$ cat src/hdl/reply_header_parser_assert.svh
// Assertion macros for the reply header parser.
`ifndef REPLY_HEADER_PARSER_ASSERT_SVH
`define REPLY_HEADER_PARSER_ASSERT_SVH

// Check a consequent in the same cycle as its antecedent.
`define RHP_ASSERT_NOW(label, ante, cons, msg) \
	label: assert property (@(posedge clk) disable iff (!arst_n) (ante) |-> (cons)) \
		else $error(msg);

// Check a consequent in the cycle after its antecedent.
`define RHP_ASSERT_NEXT(label, ante, cons, msg) \
	label: assert property (@(posedge clk) disable iff (!arst_n) (ante) |=> (cons)) \
		else $error(msg);

`endif

$ cat src/hdl/rhp_pkg.sv
package rhp_pkg;

	localparam int MAX_LINE_DEF = 256;
	localparam int HOST_DIGITS = 8;
	localparam int DIGIT_CNT_W = 4;
	localparam int HOST_W = 32;
	localparam int OFFSET_W = 9;

	localparam logic [7:0] CH_NUL = 8'h00;
	localparam logic [7:0] CH_LF = 8'h0A;
	localparam logic [7:0] CH_CR = 8'h0D;
	localparam logic [7:0] CH_COLON = 8'h3A;
	localparam logic [7:0] CH_LBR = 8'h5B;
	localparam logic [7:0] CH_RBR = 8'h5D;
	localparam logic [7:0] CH_GT = 8'h3E;
	localparam logic [7:0] CH_0 = 8'h30;
	localparam logic [7:0] CH_9 = 8'h39;
	localparam logic [7:0] CH_A = 8'h41;
	localparam logic [7:0] CH_F = 8'h46;

	typedef enum logic [2:0] {
		ST_PENDING,
		ST_EOL,
		ST_PROMPT,
		ST_COMPLETE,
		ST_FAIL
	} status_t;

	typedef enum logic [1:0] {
		MODE_IDLE,
		MODE_PROMPT,
		MODE_HEADER
	} mode_t;

	typedef struct packed {
		logic is_eol;
		logic is_colon;
		logic is_lbr;
		logic is_rbr;
		logic is_gt;
		logic is_hex;
		logic [3:0] digit;
		logic last;
	} byte_class_t;

	function automatic byte_class_t classify(input logic [7:0] b, input logic last);
		byte_class_t c;
		logic upper_hex;
		logic dec_digit;
		upper_hex = (b >= CH_A) && (b <= CH_F);
		dec_digit = (b >= CH_0) && (b <= CH_9);
		c.is_eol = (b == CH_LF) || (b == CH_CR) || (b == CH_NUL);
		c.is_colon = (b == CH_COLON);
		c.is_lbr = (b == CH_LBR);
		c.is_rbr = (b == CH_RBR);
		c.is_gt = (b == CH_GT);
		c.is_hex = upper_hex || dec_digit;
		c.digit = upper_hex ? (b[3:0] + 4'd9) : b[3:0];
		c.last = last;
		return c;
	endfunction

endpackage

$ cat src/hdl/rhp_front.sv
module rhp_front
	import rhp_pkg::*;
(
	input  logic        clk,
	input  logic        arst_n,
	input  logic        in_valid,
	output logic        in_ready,
	input  logic [7:0]  rx_byte,
	input  logic        last_byte,
	output logic        cls_valid,
	input  logic        cls_pop,
	output byte_class_t cls
);

	byte_class_t slot_q [2];
	logic        wr_ptr_q;
	logic        rd_ptr_q;
	logic [1:0]  count_q;
	logic        push;
	logic        pop;

	assign in_ready = (count_q != 2'd2);
	assign push = in_valid && in_ready;
	assign cls_valid = (count_q != 2'd0);
	assign pop = cls_pop && cls_valid;
	assign cls = slot_q[rd_ptr_q];

	always_ff @(posedge clk) begin
		if (push) begin
			slot_q[wr_ptr_q] <= classify(rx_byte, last_byte);
		end
	end

	always_ff @(posedge clk or negedge arst_n) begin
		if (!arst_n) begin
			wr_ptr_q <= 1'b0;
			rd_ptr_q <= 1'b0;
			count_q <= 2'd0;
		end else begin
			if (push) begin
				wr_ptr_q <= ~wr_ptr_q;
			end
			if (pop) begin
				rd_ptr_q <= ~rd_ptr_q;
			end
			case ({push, pop})
				2'b10: count_q <= count_q + 2'd1;
				2'b01: count_q <= count_q - 2'd1;
				default: count_q <= count_q;
			endcase
		end
	end

endmodule

$ cat src/hdl/rhp_back.sv
module rhp_back
	import rhp_pkg::*;
#(
	parameter int MAX_LINE = MAX_LINE_DEF
) (
	input  logic                clk,
	input  logic                arst_n,
	input  logic                cls_valid,
	output logic                cls_pop,
	input  byte_class_t         cls,
	output logic                out_valid,
	input  logic                out_ready,
	output logic [2:0]          status,
	output logic [HOST_W-1:0]   host_number,
	output logic [OFFSET_W-1:0] payload_offset
);

	localparam int POS_W = $clog2(MAX_LINE);
	localparam int OFF_W = (POS_W + 1 > OFFSET_W) ? POS_W + 1 : OFFSET_W;
	localparam logic [POS_W-1:0] POS_LAST = POS_W'(MAX_LINE - 1);

	mode_t                  mode_q, mode_d;
	logic [POS_W-1:0]       brk_q, brk_d;
	logic                   colon_q, colon_d;
	logic [DIGIT_CNT_W-1:0] cnt_q, cnt_d;
	logic [HOST_W-1:0]      val_q, val_d;
	logic                   nonhex_q, nonhex_d;
	logic [POS_W-1:0]       pos_q, pos_d;
	logic                   prev_hex_q, prev_hex_d;
	logic [3:0]             prev_digit_q, prev_digit_d;

	logic                   out_valid_q;
	status_t                status_q;
	logic [HOST_W-1:0]      host_q;
	logic [OFFSET_W-1:0]    off_q;

	status_t                dec_status;
	logic [HOST_W-1:0]      dec_host;
	logic [OFFSET_W-1:0]    dec_off;
	logic                   dec_take;
	logic                   line_last;
	logic                   cnt_full;
	logic [OFF_W-1:0]       off_full;
	logic                   in_window;

	assign cls_pop = cls_valid && (!out_valid_q || out_ready);
	assign line_last = cls.last || (pos_q >= POS_LAST);
	assign cnt_full = (cnt_q >= DIGIT_CNT_W'(HOST_DIGITS));
	assign off_full = OFF_W'(pos_q) + OFF_W'(1);
	assign in_window = ({1'b0, pos_q} >= ({1'b0, brk_q} + (POS_W + 1)'(2)));

	always_comb begin
		dec_status = ST_PENDING;
		dec_host = '0;
		dec_off = '0;
		dec_take = 1'b0;
		case (mode_q)
			MODE_IDLE: begin
				if (cls.is_eol) begin
					dec_status = ST_EOL;
				end
			end
			MODE_PROMPT: begin
				if (cls.is_gt) begin
					dec_status = ST_PROMPT;
					dec_off = off_full[OFFSET_W-1:0];
				end
			end
			MODE_HEADER: begin
				if (colon_q && cls.is_rbr) begin
					if (cnt_full) begin
						dec_status = ST_COMPLETE;
						dec_host = val_q;
						dec_off = off_full[OFFSET_W-1:0];
					end else if (nonhex_q) begin
						dec_status = ST_FAIL;
					end
				end
				dec_take = (dec_status == ST_PENDING) && in_window;
			end
			default: begin
				dec_status = ST_PENDING;
			end
		endcase
		if (dec_status == ST_PENDING && line_last) begin
			dec_status = ST_FAIL;
		end
	end

	always_comb begin
		mode_d = mode_q;
		brk_d = brk_q;
		colon_d = colon_q;
		cnt_d = cnt_q;
		val_d = val_q;
		nonhex_d = nonhex_q;
		pos_d = pos_q + POS_W'(1);
		prev_hex_d = cls.is_hex;
		prev_digit_d = cls.digit;
		case (mode_q)
			MODE_IDLE: begin
				if (cls.is_colon) begin
					mode_d = MODE_PROMPT;
					brk_d = pos_q;
				end else if (cls.is_lbr) begin
					mode_d = MODE_HEADER;
					brk_d = pos_q;
				end
			end
			MODE_HEADER: begin
				if (!colon_q && cls.is_colon) begin
					colon_d = 1'b1;
				end
				if (dec_take && !cnt_full && !nonhex_q) begin
					if (prev_hex_q) begin
						val_d = {val_q[HOST_W-5:0], prev_digit_q};
						cnt_d = cnt_q + DIGIT_CNT_W'(1);
					end else begin
						nonhex_d = 1'b1;
					end
				end
			end
			default: begin
				mode_d = mode_q;
			end
		endcase
		if (dec_status != ST_PENDING) begin
			mode_d = MODE_IDLE;
			brk_d = '0;
			colon_d = 1'b0;
			cnt_d = '0;
			val_d = '0;
			nonhex_d = 1'b0;
			pos_d = '0;
			prev_hex_d = 1'b0;
			prev_digit_d = '0;
		end
	end

	always_ff @(posedge clk or negedge arst_n) begin
		if (!arst_n) begin
			mode_q <= MODE_IDLE;
			brk_q <= '0;
			colon_q <= 1'b0;
			cnt_q <= '0;
			val_q <= '0;
			nonhex_q <= 1'b0;
			pos_q <= '0;
			prev_hex_q <= 1'b0;
			prev_digit_q <= '0;
			out_valid_q <= 1'b0;
		end else begin
			if (cls_pop) begin
				mode_q <= mode_d;
				brk_q <= brk_d;
				colon_q <= colon_d;
				cnt_q <= cnt_d;
				val_q <= val_d;
				nonhex_q <= nonhex_d;
				pos_q <= pos_d;
				prev_hex_q <= prev_hex_d;
				prev_digit_q <= prev_digit_d;
				out_valid_q <= 1'b1;
			end else if (out_ready) begin
				out_valid_q <= 1'b0;
			end
		end
	end

	always_ff @(posedge clk) begin
		if (cls_pop) begin
			status_q <= dec_status;
			host_q <= dec_host;
			off_q <= dec_off;
		end
	end

	assign out_valid = out_valid_q;
	assign status = status_q;
	assign host_number = host_q;
	assign payload_offset = off_q;

endmodule

$ cat src/hdl/reply_header_parser.sv
// An accepted byte passes through a queue slot and then the result register before its result is presented.
// Throughput: one byte per cycle while the output is not stalled, as the parse state updates on each byte taken.
// A two-entry byte queue lets input keep flowing while the output stalls, until both entries are full.
// Reset (arst_n low) clears the parse state, empties the queue and drops out_valid.
`include "reply_header_parser_assert.svh"

module reply_header_parser
	import rhp_pkg::*;
#(
	parameter int MAX_LINE = MAX_LINE_DEF
) (
	input  logic                clk,
	input  logic                arst_n,
	input  logic                in_valid,
	output logic                in_ready,
	input  logic [7:0]          rx_byte,
	input  logic                last_byte,
	output logic                out_valid,
	input  logic                out_ready,
	output logic [2:0]          status,
	output logic [HOST_W-1:0]   host_number,
	output logic [OFFSET_W-1:0] payload_offset
);

	byte_class_t cls;
	logic        cls_valid;
	logic        cls_pop;
	logic        res_not_complete;
	logic        res_no_offset;

	rhp_front u_front (
		.clk       (clk),
		.arst_n    (arst_n),
		.in_valid  (in_valid),
		.in_ready  (in_ready),
		.rx_byte   (rx_byte),
		.last_byte (last_byte),
		.cls_valid (cls_valid),
		.cls_pop   (cls_pop),
		.cls       (cls)
	);

	rhp_back #(
		.MAX_LINE (MAX_LINE)
	) u_back (
		.clk            (clk),
		.arst_n         (arst_n),
		.cls_valid      (cls_valid),
		.cls_pop        (cls_pop),
		.cls            (cls),
		.out_valid      (out_valid),
		.out_ready      (out_ready),
		.status         (status),
		.host_number    (host_number),
		.payload_offset (payload_offset)
	);

	assign res_not_complete = out_valid && (status != ST_COMPLETE);
	assign res_no_offset = out_valid
		&& (status == ST_PENDING || status == ST_EOL || status == ST_FAIL);

	`RHP_ASSERT_NOW(a_host_only_complete, res_not_complete, host_number == '0, "host without complete")
	`RHP_ASSERT_NOW(a_offset_only_decided, res_no_offset, payload_offset == '0, "offset without decision")
	`RHP_ASSERT_NOW(a_full_only_stalled, !in_ready, out_valid, "input stalled with no result waiting")
	`RHP_ASSERT_NEXT(a_result_follows, in_valid && in_ready, cls_valid, "accepted transaction not queued")

endmodule

$ cat config.mk
export PLATFORM = sky130hd
export DESIGN_NAME = reply_header_parser
export DESIGN_NICKNAME = d
export VERILOG_FILES = /design/src/hdl/rhp_pkg.sv /design/src/hdl/rhp_front.sv /design/src/hdl/rhp_back.sv /design/src/hdl/reply_header_parser.sv
export VERILOG_INCLUDE_DIRS = /design/src /design/src/hdl
export SDC_FILE = /design/constraint.sdc
export NUM_CORES = 1
export LEC_CHECK = 0
export BUFFER_PORTS_ARGS = -buffer_cell sky130_fd_sc_hd__buf_2
export CAP_MARGIN = 0
export CORE_MARGIN = 4
export CORE_UTILIZATION = 50
export DETAILED_ROUTE_END_ITERATION = 6
export PLACE_DENSITY = 0.66
export SYNTH_ARGS = -nofsm -noshare
export SYNTH_HDL_FRONTEND = slang
export SYNTH_SLANG_ARGS = --single-unit
$ cat constraint.sdc
create_clock -name clk -period 4.2 [get_ports clk]
set_clock_uncertainty 0.2 [all_clocks]
set_input_delay 1.05 -clock clk [delete_from_list [all_inputs] [get_ports clk]]
set_output_delay 1.05 -clock clk [all_outputs]
set_load 0.1 [all_outputs]
==> flow_summary.html, run 1 <==
<table>
<tr><th>Metric</th><th>Value</th></tr>
<tr><th colspan="2">Worst setup path</th></tr>
<tr><td>Crit path capture type</td><td>flop</td></tr>
<tr><td>Top cell family by delay on the critical path</td><td>compound AO/OA/AOI/OAI gates</td></tr>
<tr><td>Crit-path max FO</td><td>35</td></tr>
<tr><td>Ordered list of cells on the worst path</td><td>and3_1, nand3_1, xor2_1, ha_1, a21o_1, a221oi_1, o21ai_0, nand4b_1, a21boi_4, mux2_2</td></tr>
<tr><td>Highest cell delay on the worst timing path</td><td>0.77 ns</td></tr>
<tr><td>Count of cell instances traversed by the critical path</td><td>10</td></tr>
<tr><td>Worst path required time</td><td>4.35 ns</td></tr>
<tr><td>Critical path buffers and inverters</td><td>0</td></tr>
<tr><td>Number of cells on the worst reg-to-reg path</td><td>10</td></tr>
<tr><td>WS Path Type</td><td>flop to flop</td></tr>
<tr><td>Signal arrival time at the worst endpoint</td><td>approximately 3.6 ns</td></tr>
<tr><td>Type of element launching the critical path</td><td>flop</td></tr>
<tr><td>Master of the slowest instance on the critical path</td><td>sky130_fd_sc_hd__a21boi_4</td></tr>
<tr><th colspan="2">Synth</th></tr>
<tr><td>Net count after synthesis</td><td>473</td></tr>
<tr><td>Post-Synthesis Cells</td><td>438</td></tr>
<tr><td>Avg Cell Area, Syn</td><td>13.2 um^2</td></tr>
<tr><td>Post-synth ARST share</td><td>0.500</td></tr>
<tr><td>Distinct cell type count of the synthesized netlist</td><td>50</td></tr>
<tr><td>Number of storage elements in the synthesis netlist</td><td>132</td></tr>
<tr><td>Count of flip-flops with a built-in enable after synthesis</td><td>66</td></tr>
<tr><td>Number of warnings printed during yosys synthesis</td><td>0</td></tr>
<tr><td>Top FF cell, synth</td><td>sky130_fd_sc_hd__edfxtp_1</td></tr>
<tr><td>Mapped Area</td><td>just under 6000 um^2</td></tr>
<tr><td>Fraction of the yosys area taken by sequential cells</td><td>0.630</td></tr>
<tr><th colspan="2">Global route</th></tr>
<tr><td>Global-route wire length before repair</td><td>18,700 um</td></tr>
<tr><td>Remaining Overflow, GRT</td><td>0</td></tr>
<tr><td>Antenna violations before repair</td><td>0</td></tr>
<tr><td>Maximum number of pins on one net before global-route repair</td><td>54</td></tr>
<tr><td>GRT Resource Usage Total</td><td>0.183</td></tr>
<tr><td>Number of global-route vias before repair</td><td>3,649</td></tr>
<tr><th colspan="2">Floorplan</th></tr>
<tr><td>Site Rows</td><td>38</td></tr>
<tr><td>Floorplan Core Area</td><td>11,100 um^2</td></tr>
<tr><td>Boundary Pins</td><td>just under 60</td></tr>
<tr><td>Die Width</td><td>roughly 120 um</td></tr>
<tr><td>Chip Height</td><td>115 um</td></tr>
<tr><td>Initial core utilization</td><td>0.520</td></tr>
<tr><td>DIE AREA</td><td>approximately 13,000 um^2</td></tr>
<tr><th colspan="2">Drt</th></tr>
<tr><td>WL per Instance</td><td>17.4 um</td></tr>
<tr><td>Via total after detailed routing</td><td>3,674</td></tr>
<tr><td>Number of nets with antenna violations after detailed routing</td><td>0</td></tr>
<tr><td>1st-pass router iterations</td><td>4</td></tr>
<tr><td>Number of remaining DRC errors</td><td>0</td></tr>
<tr><td>Total wire length</td><td>11,300 um</td></tr>
<tr><td>Violation count after the first detailed-routing iteration</td><td>230</td></tr>
<tr><td>Routed vias/inst</td><td>5.66</td></tr>
<tr><th colspan="2">Timing</th></tr>
<tr><td>Setup TNS Final</td><td>0 ns</td></tr>
<tr><td>Finish-stage setup viols</td><td>0</td></tr>
<tr><td>Fmax achieved</td><td>just under 0.3 GHz</td></tr>
<tr><td>Final critical-path share of the clock period</td><td>0.815</td></tr>
<tr><td>Unrepaired setup endpoints after global routing</td><td>false</td></tr>
<tr><td>Worst slew margin</td><td>0.307</td></tr>
<tr><td>Max-slew violation count</td><td>0</td></tr>
<tr><td>Minimum clock period after layout</td><td>about 3.4 ns</td></tr>
<tr><td>Final Hold Vio Count</td><td>0</td></tr>
<tr><td>Slew of the pin with the lowest slew margin</td><td>about 1.0 ns</td></tr>
<tr><th colspan="2">Cells and area</th></tr>
<tr><td>Number of nets in the layout</td><td>532</td></tr>
<tr><td>Diodes inserted</td><td>0</td></tr>
<tr><td>Layout cell share with drive strength beyond 1</td><td>0.212</td></tr>
<tr><td>Footprint of the multi-input gates</td><td>about 2000 um^2</td></tr>
<tr><td>Post-route insts no fill</td><td>between 600 and 700</td></tr>
<tr><td>Seq. cell area</td><td>3630 um^2</td></tr>
<tr><td>Number of inserted filler cells in the final layout</td><td>896</td></tr>
<tr><td>Area Overhead vs Synth</td><td>16.3%</td></tr>
<tr><th colspan="2">Pwr</th></tr>
<tr><td>Pwr/cell area</td><td>781 nW/um^2</td></tr>
<tr><td>Static leakage</td><td>3.08 nW</td></tr>
<tr><td>Peak supply drop</td><td>0.587 mV</td></tr>
<tr><th colspan="2">Clocking</th></tr>
<tr><td>Clock transition at the registers of the reported paths</td><td>0.06 ns</td></tr>
<tr><td>Number of clock buffers inserted by TritonCTS</td><td>17</td></tr>
<tr><td>Max Root-Sink Buffers</td><td>2</td></tr>
<tr><td>Clock tree from TritonCTS</td><td>done</td></tr>
<tr><td>Sinks on Clock Net</td><td>132</td></tr>
<tr><td>Post-cts resize count</td><td>0</td></tr>
<tr><td>Hold_buf cts</td><td>0</td></tr>
<tr><td>Clk_lat worst skew</td><td>about 0.42 ns</td></tr>
<tr><td>Setup Fix Bufs, Post-CTS</td><td>0</td></tr>
<tr><td>CTS root buffer</td><td>sky130_fd_sc_hd__clkbuf_16</td></tr>
<tr><td>H-tree level count</td><td>4</td></tr>
<tr><th colspan="2">Hold path</th></tr>
<tr><td>Type of the tightest min-delay check</td><td>flop to flop</td></tr>
<tr><td>Worst Hold Depth</td><td>1</td></tr>
<tr><th colspan="2">Place</th></tr>
<tr><td>I/O Buffers</td><td>58</td></tr>
<tr><td>Gp weighted congestion</td><td>0.813</td></tr>
<tr><td>Detail Placement HPWL</td><td>7440 um</td></tr>
<tr><td>Number of cells in the design after placement</td><td>618</td></tr>
<tr><th colspan="2">Job</th></tr>
<tr><td>Max capacitance violation total</td><td>0</td></tr>
<tr><th colspan="2">Status</th></tr>
<tr><td>Run status</td><td>completed</td></tr>
</table>
## through the flow
stage / hold slack [ns] / worst slack, ns / power, mW / cell area [um^2] / util
6_report: 0.296 / 0.776 / 5.24 / 6710 / 0.605
5_1_grt: 0.316 / 0.486 / 5.47 / 6710 / 0.605
4_1_cts: 0.297 / 0.779 / 5.27 / 6710 / 0.605
3_5_place_dp: 0.283 / 0.688 / 3.88 / 6150 / 0.555
3_3_place_gp: 0.279 / 0.780 / 3.84 / 6150 / 0.555
2_1_floorplan: 0.250 / 0.319 / 3.57 / 5760 / -
## cells in the mapped netlist, types with 3 or more instances
cell type,number,area share
sky130_fd_sc_hd__a31oi_1,5,0.0054
sky130_fd_sc_hd__and3_1,40,0.043
sky130_fd_sc_hd__ha_1,22,0.048
sky130_fd_sc_hd__nand4_1,3,0.0033
sky130_fd_sc_hd__mux2i_1,10,0.017
sky130_fd_sc_hd__buf_2,4,0.0035
sky130_fd_sc_hd__edfxtp_1,66,0.34
sky130_fd_sc_hd__nand2_1,23,0.015
sky130_fd_sc_hd__a21oi_1,9,0.0078
sky130_fd_sc_hd__nor3_1,6,0.0052
sky130_fd_sc_hd__inv_1,14,0.0091
sky130_fd_sc_hd__mux2_2,3,0.0059
sky130_fd_sc_hd__xnor2_1,9,0.014
sky130_fd_sc_hd__nand3_1,12,0.010
sky130_fd_sc_hd__xor2_1,6,0.0091
sky130_fd_sc_hd__clkbuf_1,15,0.0098
sky130_fd_sc_hd__nor2_1,17,0.011
sky130_fd_sc_hd__a21o_1,6,0.0078
sky130_fd_sc_hd__or3_1,3,0.0033
sky130_fd_sc_hd__a22o_1,42,0.064
sky130_fd_sc_hd__buf_6,4,0.0078
sky130_fd_sc_hd__dfrtp_1,66,0.29
sky130_fd_sc_hd__nand2b_1,5,0.0054
sky130_fd_sc_hd__o21ai_0,18,0.016
## final cells by class
cell class | count | share of cell area
Tap cell | 140 | 0.0261
Timing Repair Buffer | 63 | 0.0489
Sequential cell | 132 | 0.542
Clock buffer | 19 | 0.0675
Inverter | 15 | 0.00840
Multi-Input combinational cell | 268 | 0.291
Clock inverter | 12 | 0.0160
## final timing paths
kind | startpoint | to | slack (ns)
setup / recovery | u_back.brk_q[3] | u_back.cnt_q[0] | 0.78
hold / removal | u_back.val_q[31] | u_back.val_q[31] | 0.30
setup reg to reg | u_back.brk_q[3] | u_back.cnt_q[0] | 0.78
hold reg to reg | u_back.val_q[31] | u_back.val_q[31] | 0.30
max in group asynchronous | arst_n | u_back.val_q[19] | 2.50
min in group asynchronous | arst_n | u_back.pos_q[4] | 0.52
## routing by layer
metal  track usage  up-vias  routed length, um
met3        0.0621       10                522
met2         0.286       72               5470
li1              -     1752                  -
met1         0.246     1840               5140
met5             0        -                  0
met4        0.0540        0                132
## cells in the final DEF (no fill, tap or decap), types with 9 or more instances in the layout
master	count
sky130_fd_sc_hd__xnor2_1	9
sky130_fd_sc_hd__nor2_1	17
sky130_fd_sc_hd__a22o_1	42
sky130_fd_sc_hd__clkbuf_16	17
sky130_fd_sc_hd__a21oi_1	9
sky130_fd_sc_hd__mux2i_1	10
sky130_fd_sc_hd__dfrtp_1	66
sky130_fd_sc_hd__inv_1	14
sky130_fd_sc_hd__buf_2	58
sky130_fd_sc_hd__edfxtp_1	66
sky130_fd_sc_hd__o21ai_0	18
sky130_fd_sc_hd__nand2_1	23
sky130_fd_sc_hd__nand3_1	12
sky130_fd_sc_hd__ha_1	22
sky130_fd_sc_hd__and3_1	40
## registers in the layout (all words and copies together), names as in the netlist
name,count
u_back.host_number,32
u_back.val_q,32
u_front.slot_q,22
u_back.payload_offset,9
u_back.brk_q,8
u_back.pos_q,8
u_back.cnt_q,4
u_back.prev_digit_q,4
u_back.status,3
u_back.mode_q,2
u_front.count_q,2
u_back.colon_q,1
u_back.nonhex_q,1
u_back.out_valid,1
u_back.prev_hex_q,1
u_front.rd_ptr_q,1
u_front.wr_ptr_q,1
## worst register-to-register path, delay by kind of cell (launching register included)
| family | cells | cell delay (ns) |
|---|---|---|
| flops | 1 | 0.42 |
| compound gates | 4 | 1.41 |
| simple gates | 3 | 0.59 |
| xor+xnor | 1 | 0.16 |
| fa+ha+maj | 1 | 0.29 |
| mux | 1 | 0.30 |
## report_power, final
part	switching, mW	internal (mW)	total, mW
clock network	0.549	0.840	1.39
registers	0.121	1.68	1.80
logic	1.70	0.351	2.05
total	2.37	2.87	5.24
## cell families after synthesis
| group | after synthesis | share of synthesized area |
|---|---|---|
| and+or+nand+nor | 122 | 0.115 |
| AOI/OAI and AO/OA | 94 | 0.125 |
| xor gates and xnor gates | 15 | 0.0228 |
| DFF | 132 | 0.630 |
| muxes | 15 | 0.0284 |
| adders and majority gates | 22 | 0.0478 |
| buffers and inverters | 38 | 0.0308 |
No activity file was read; power rests on OpenSTA's default activity.
==> run 2, diff against run 1 <==
- clock period: 4.2 -> 3.2 ns (I/O delays scaled with it)
==> run 2 against run 1 <==
Global-route usage up 0.094 points. Sequential share of layout area shrank 0.74 points. Via count is 1.1% higher. Non-clock buffer count grew 6. Die area stayed put. Critical path depth unchanged. Flip-flop and latch count unchanged. First-iteration DRC count is 14% lower. Design area is 1.4% higher. Largest cell class unchanged.
==> flow_summary.html, run 2 (same netlist as run 1, synthesis figures left out) <==
<table>
<tr><th>Metric</th><th>Value</th></tr>
<tr><th colspan="2">Worst setup path</th></tr>
<tr><td>Highest cell delay on the worst timing path</td><td>0.51 ns (was 0.77 ns)</td></tr>
<tr><td>Top cell family by delay on the critical path</td><td>compound AO/OA/AOI/OAI gates (unchanged)</td></tr>
<tr><td>Master of the slowest instance on the critical path</td><td>sky130_fd_sc_hd__a21boi_4 (unchanged)</td></tr>
<tr><td>WS Path Type</td><td>flop to flop (unchanged)</td></tr>
<tr><td>Ordered list of cells on the worst path</td><td>and3_1, nand3_1, xor2_1, ha_1, a21o_1, a221oi_1, o21ai_0, nand4b_1, a21boi_4, mux2_2 (unchanged)</td></tr>
<tr><td>Critical path buffers and inverters</td><td>0 (unchanged)</td></tr>
<tr><td>Signal arrival time at the worst endpoint</td><td>3.18 ns (was 3.57 ns)</td></tr>
<tr><td>Type of element launching the critical path</td><td>flop (unchanged)</td></tr>
<tr><td>Worst path required time</td><td>3.35 ns (was 4.35 ns)</td></tr>
<tr><td>Crit path capture type</td><td>flop (unchanged)</td></tr>
<tr><td>Crit-path max FO</td><td>18 (was 35)</td></tr>
<tr><th colspan="2">Clocking</th></tr>
<tr><td>Sinks on Clock Net</td><td>132 (unchanged)</td></tr>
<tr><td>Clk_lat worst skew</td><td>0.42 ns (about the same)</td></tr>
<tr><td>Clock transition at the registers of the reported paths</td><td>0.06 ns (about the same)</td></tr>
<tr><td>H-tree level count</td><td>4 (unchanged)</td></tr>
<tr><td>Max Root-Sink Buffers</td><td>2 (unchanged)</td></tr>
<tr><td>Setup Fix Bufs, Post-CTS</td><td>0 (unchanged)</td></tr>
<tr><td>CTS root buffer</td><td>sky130_fd_sc_hd__clkbuf_16 (unchanged)</td></tr>
<tr><td>Number of clock buffers inserted by TritonCTS</td><td>17 (unchanged)</td></tr>
<tr><td>Hold_buf cts</td><td>0 (unchanged)</td></tr>
<tr><td>Clock tree from TritonCTS</td><td>done (unchanged)</td></tr>
<tr><th colspan="2">Timing</th></tr>
<tr><td>Max-slew violation count</td><td>0 (unchanged)</td></tr>
<tr><td>Unrepaired setup endpoints after global routing</td><td>false (unchanged)</td></tr>
<tr><td>Min setup slack post-route</td><td>0.177 ns (was 0.776 ns)</td></tr>
<tr><td>Worst slew margin</td><td>0.441 (was 0.307)</td></tr>
<tr><td>Finish-stage setup viols</td><td>0 (unchanged)</td></tr>
<tr><td>Fmax achieved</td><td>0.331 GHz (was 0.292 GHz)</td></tr>
<tr><td>Final Hold Vio Count</td><td>0 (unchanged)</td></tr>
<tr><td>Final hold slack</td><td>0.289 ns (was 0.296 ns)</td></tr>
<tr><td>Setup TNS Final</td><td>0 ns (unchanged)</td></tr>
<tr><td>Slew of the pin with the lowest slew margin</td><td>0.838 ns (was 1.04 ns)</td></tr>
<tr><td>Final critical-path share of the clock period</td><td>0.945 (was 0.815)</td></tr>
<tr><td>Minimum clock period after layout</td><td>3.02 ns (was 3.42 ns)</td></tr>
<tr><th colspan="2">Place</th></tr>
<tr><td>I/O Buffers</td><td>58 (unchanged)</td></tr>
<tr><td>Detail Placement HPWL</td><td>7520 um (was 7440 um)</td></tr>
<tr><td>Post-DP Area</td><td>6190 um^2 (was 6150 um^2)</td></tr>
<tr><td>Setup slack after placement</td><td>0.00679 ns (was 0.688 ns)</td></tr>
<tr><td>Gp weighted congestion</td><td>0.850 (was 0.813)</td></tr>
<tr><th colspan="2">Floorplan</th></tr>
<tr><td>Initial core utilization</td><td>0.520 (unchanged)</td></tr>
<tr><td>Site Rows</td><td>38 (unchanged)</td></tr>
<tr><td>Die Width</td><td>115 um (unchanged)</td></tr>
<tr><td>Chip Height</td><td>115 um (unchanged)</td></tr>
<tr><td>Floorplan Core Area</td><td>11,100 um^2 (unchanged)</td></tr>
<tr><td>DIE AREA</td><td>13,300 um^2 (unchanged)</td></tr>
<tr><td>Boundary Pins</td><td>59 (unchanged)</td></tr>
<tr><th colspan="2">Cells and area</th></tr>
<tr><td>Layout cell share with drive strength beyond 1</td><td>0.222 (was 0.212)</td></tr>
<tr><td>Number of nets in the layout</td><td>539 (was 532)</td></tr>
<tr><td>Number of inserted filler cells in the final layout</td><td>834 (was 896)</td></tr>
<tr><td>Diodes inserted</td><td>0 (unchanged)</td></tr>
<tr><td>Final cell area excluding filler cells</td><td>6800 um^2 (was 6710 um^2)</td></tr>
<tr><td>Area Overhead vs Synth</td><td>18.0% (was 16.3%)</td></tr>
<tr><td>Most used cells in the layout excluding fill and tap cells</td><td>sky130_fd_sc_hd__dfrtp_1 (66), sky130_fd_sc_hd__edfxtp_1 (66), sky130_fd_sc_hd__buf_2 (58) (unchanged)</td></tr>
<tr><th colspan="2">Hold path</th></tr>
<tr><td>Type of the tightest min-delay check</td><td>input port to asynchronous set/reset pin (was flop to flop)</td></tr>
<tr><th colspan="2">Drt</th></tr>
<tr><td>Routed vias/inst</td><td>5.66 (about the same)</td></tr>
<tr><td>Number of nets with antenna violations after detailed routing</td><td>0 (unchanged)</td></tr>
<tr><td>Total met3 wirelength after detailed routing</td><td>616 um (was 522 um)</td></tr>
<tr><td>1st-pass router iterations</td><td>4 (unchanged)</td></tr>
<tr><td>Top metal layer carrying routed signals</td><td>met4 (unchanged)</td></tr>
<tr><td>Violation count after the first detailed-routing iteration</td><td>197 (was 230)</td></tr>
<tr><td>WL per Instance</td><td>17.4 um (about the same)</td></tr>
<tr><td>Total wire length</td><td>11,400 um (was 11,300 um)</td></tr>
<tr><td>Via total after detailed routing</td><td>3,716 (was 3,674)</td></tr>
<tr><td>Number of remaining DRC errors</td><td>0 (unchanged)</td></tr>
<tr><td>Met2 wire len</td><td>5640 um (was 5470 um)</td></tr>
<tr><td>Wire length on met1</td><td>5020 um (was 5140 um)</td></tr>
<tr><th colspan="2">Global route</th></tr>
<tr><td>Global-route wire length before repair</td><td>18,800 um (was 18,700 um)</td></tr>
<tr><td>Maximum number of pins on one net before global-route repair</td><td>54 (unchanged)</td></tr>
<tr><td>GRT Resource Usage Total</td><td>0.184 (was 0.183)</td></tr>
<tr><td>Number of global-route vias before repair</td><td>3,678 (was 3,649)</td></tr>
<tr><td>Antenna violations before repair</td><td>0 (unchanged)</td></tr>
<tr><td>Remaining Overflow, GRT</td><td>0 (unchanged)</td></tr>
<tr><th colspan="2">Pwr</th></tr>
<tr><td>Peak supply drop</td><td>0.732 mV (was 0.587 mV)</td></tr>
<tr><td>Static leakage</td><td>3.14 nW (was 3.08 nW)</td></tr>
<tr><td>Power, Total</td><td>7.04 mW (was 5.24 mW)</td></tr>
<tr><td>Pwr/cell area</td><td>1040 nW/um^2 (was 781 nW/um^2)</td></tr>
<tr><th colspan="2">Job</th></tr>
<tr><td>Max capacitance violation total</td><td>0 (unchanged)</td></tr>
<tr><th colspan="2">Status</th></tr>
<tr><td>Run status</td><td>completed (unchanged)</td></tr>
</table>
-- run 2: power breakdown --
group          internal, mW  switching (mW)
Clock                  1.11           0.810
Combinational         0.498            2.27
Sequential             2.20           0.151
Total                  3.81            3.23
-- run 2: worst reg2reg max path, stage by stage, from the launching register on --
cell and delay, ns:
sky130_fd_sc_hd__dfrtp_1 0.41, sky130_fd_sc_hd__and3_1 0.23, sky130_fd_sc_hd__nand3_1 0.11, sky130_fd_sc_hd__xor2_1 0.16, sky130_fd_sc_hd__ha_1 0.30, sky130_fd_sc_hd__a21o_1 0.16
sky130_fd_sc_hd__a221oi_1 0.25, sky130_fd_sc_hd__o21ai_0 0.17, sky130_fd_sc_hd__nand4b_1 0.20, sky130_fd_sc_hd__a21boi_4 0.51, sky130_fd_sc_hd__mux2_2 0.25
-- run 2: cell type report --
| type | count | area [um^2] | area share |
|---|---|---|---|
| Inverter | 15 | 56.3 | 0.00828 |
| Timing Repair Buffer | 69 | 377 | 0.0554 |
| Clock buffer | 17 | 425 | 0.0626 |
| Sequential cell | 132 | 3630 | 0.534 |
| Clock inverter | 15 | 160 | 0.0236 |
| Multi-Input combinational cell | 269 | 1970 | 0.290 |
| Tap cell | 140 | 175 | 0.0258 |
-- run 2: metrics by stage --
step / instances / utilization
2_1_floorplan: 438 / -
3_3_place_gp: 624 / 0.559
3_5_place_dp: 624 / 0.559
4_1_cts: 657 / 0.613
5_1_grt: 657 / 0.614
6_report: 657 / 0.614
-- run 2: timing repair --
action	4_1_cts	5_1_grt
endpoints found under the setup margin	1	32
cloned	1	0
resized for setup	0	2
pin swaps	0	0
-- run 2: layer usage --
layer	vias up	track usage
met2	95	0.294
met3	19	0.0400
li1	1775	-
met4	0	0.0759
met1	1827	0.247
met5	-	0
-- run 2: final timing paths --
kind	start	to	slack, ns	cells after the start
setup / recovery	u_back.brk_q[3]	u_back.cnt_q[0]	0.18	10
hold reg to reg	u_back.prev_digit_q[0]	u_back.prev_digit_q[0]	0.29	2
hold / removal	arst_n	u_back.out_valid	0.29	1
setup reg to reg	u_back.brk_q[3]	u_back.cnt_q[0]	0.18	10
min in group clk	u_back.prev_digit_q[0]	u_back.prev_digit_q[0]	0.29	2
max in group asynchronous	arst_n	u_back.val_q[7]	1.77	2
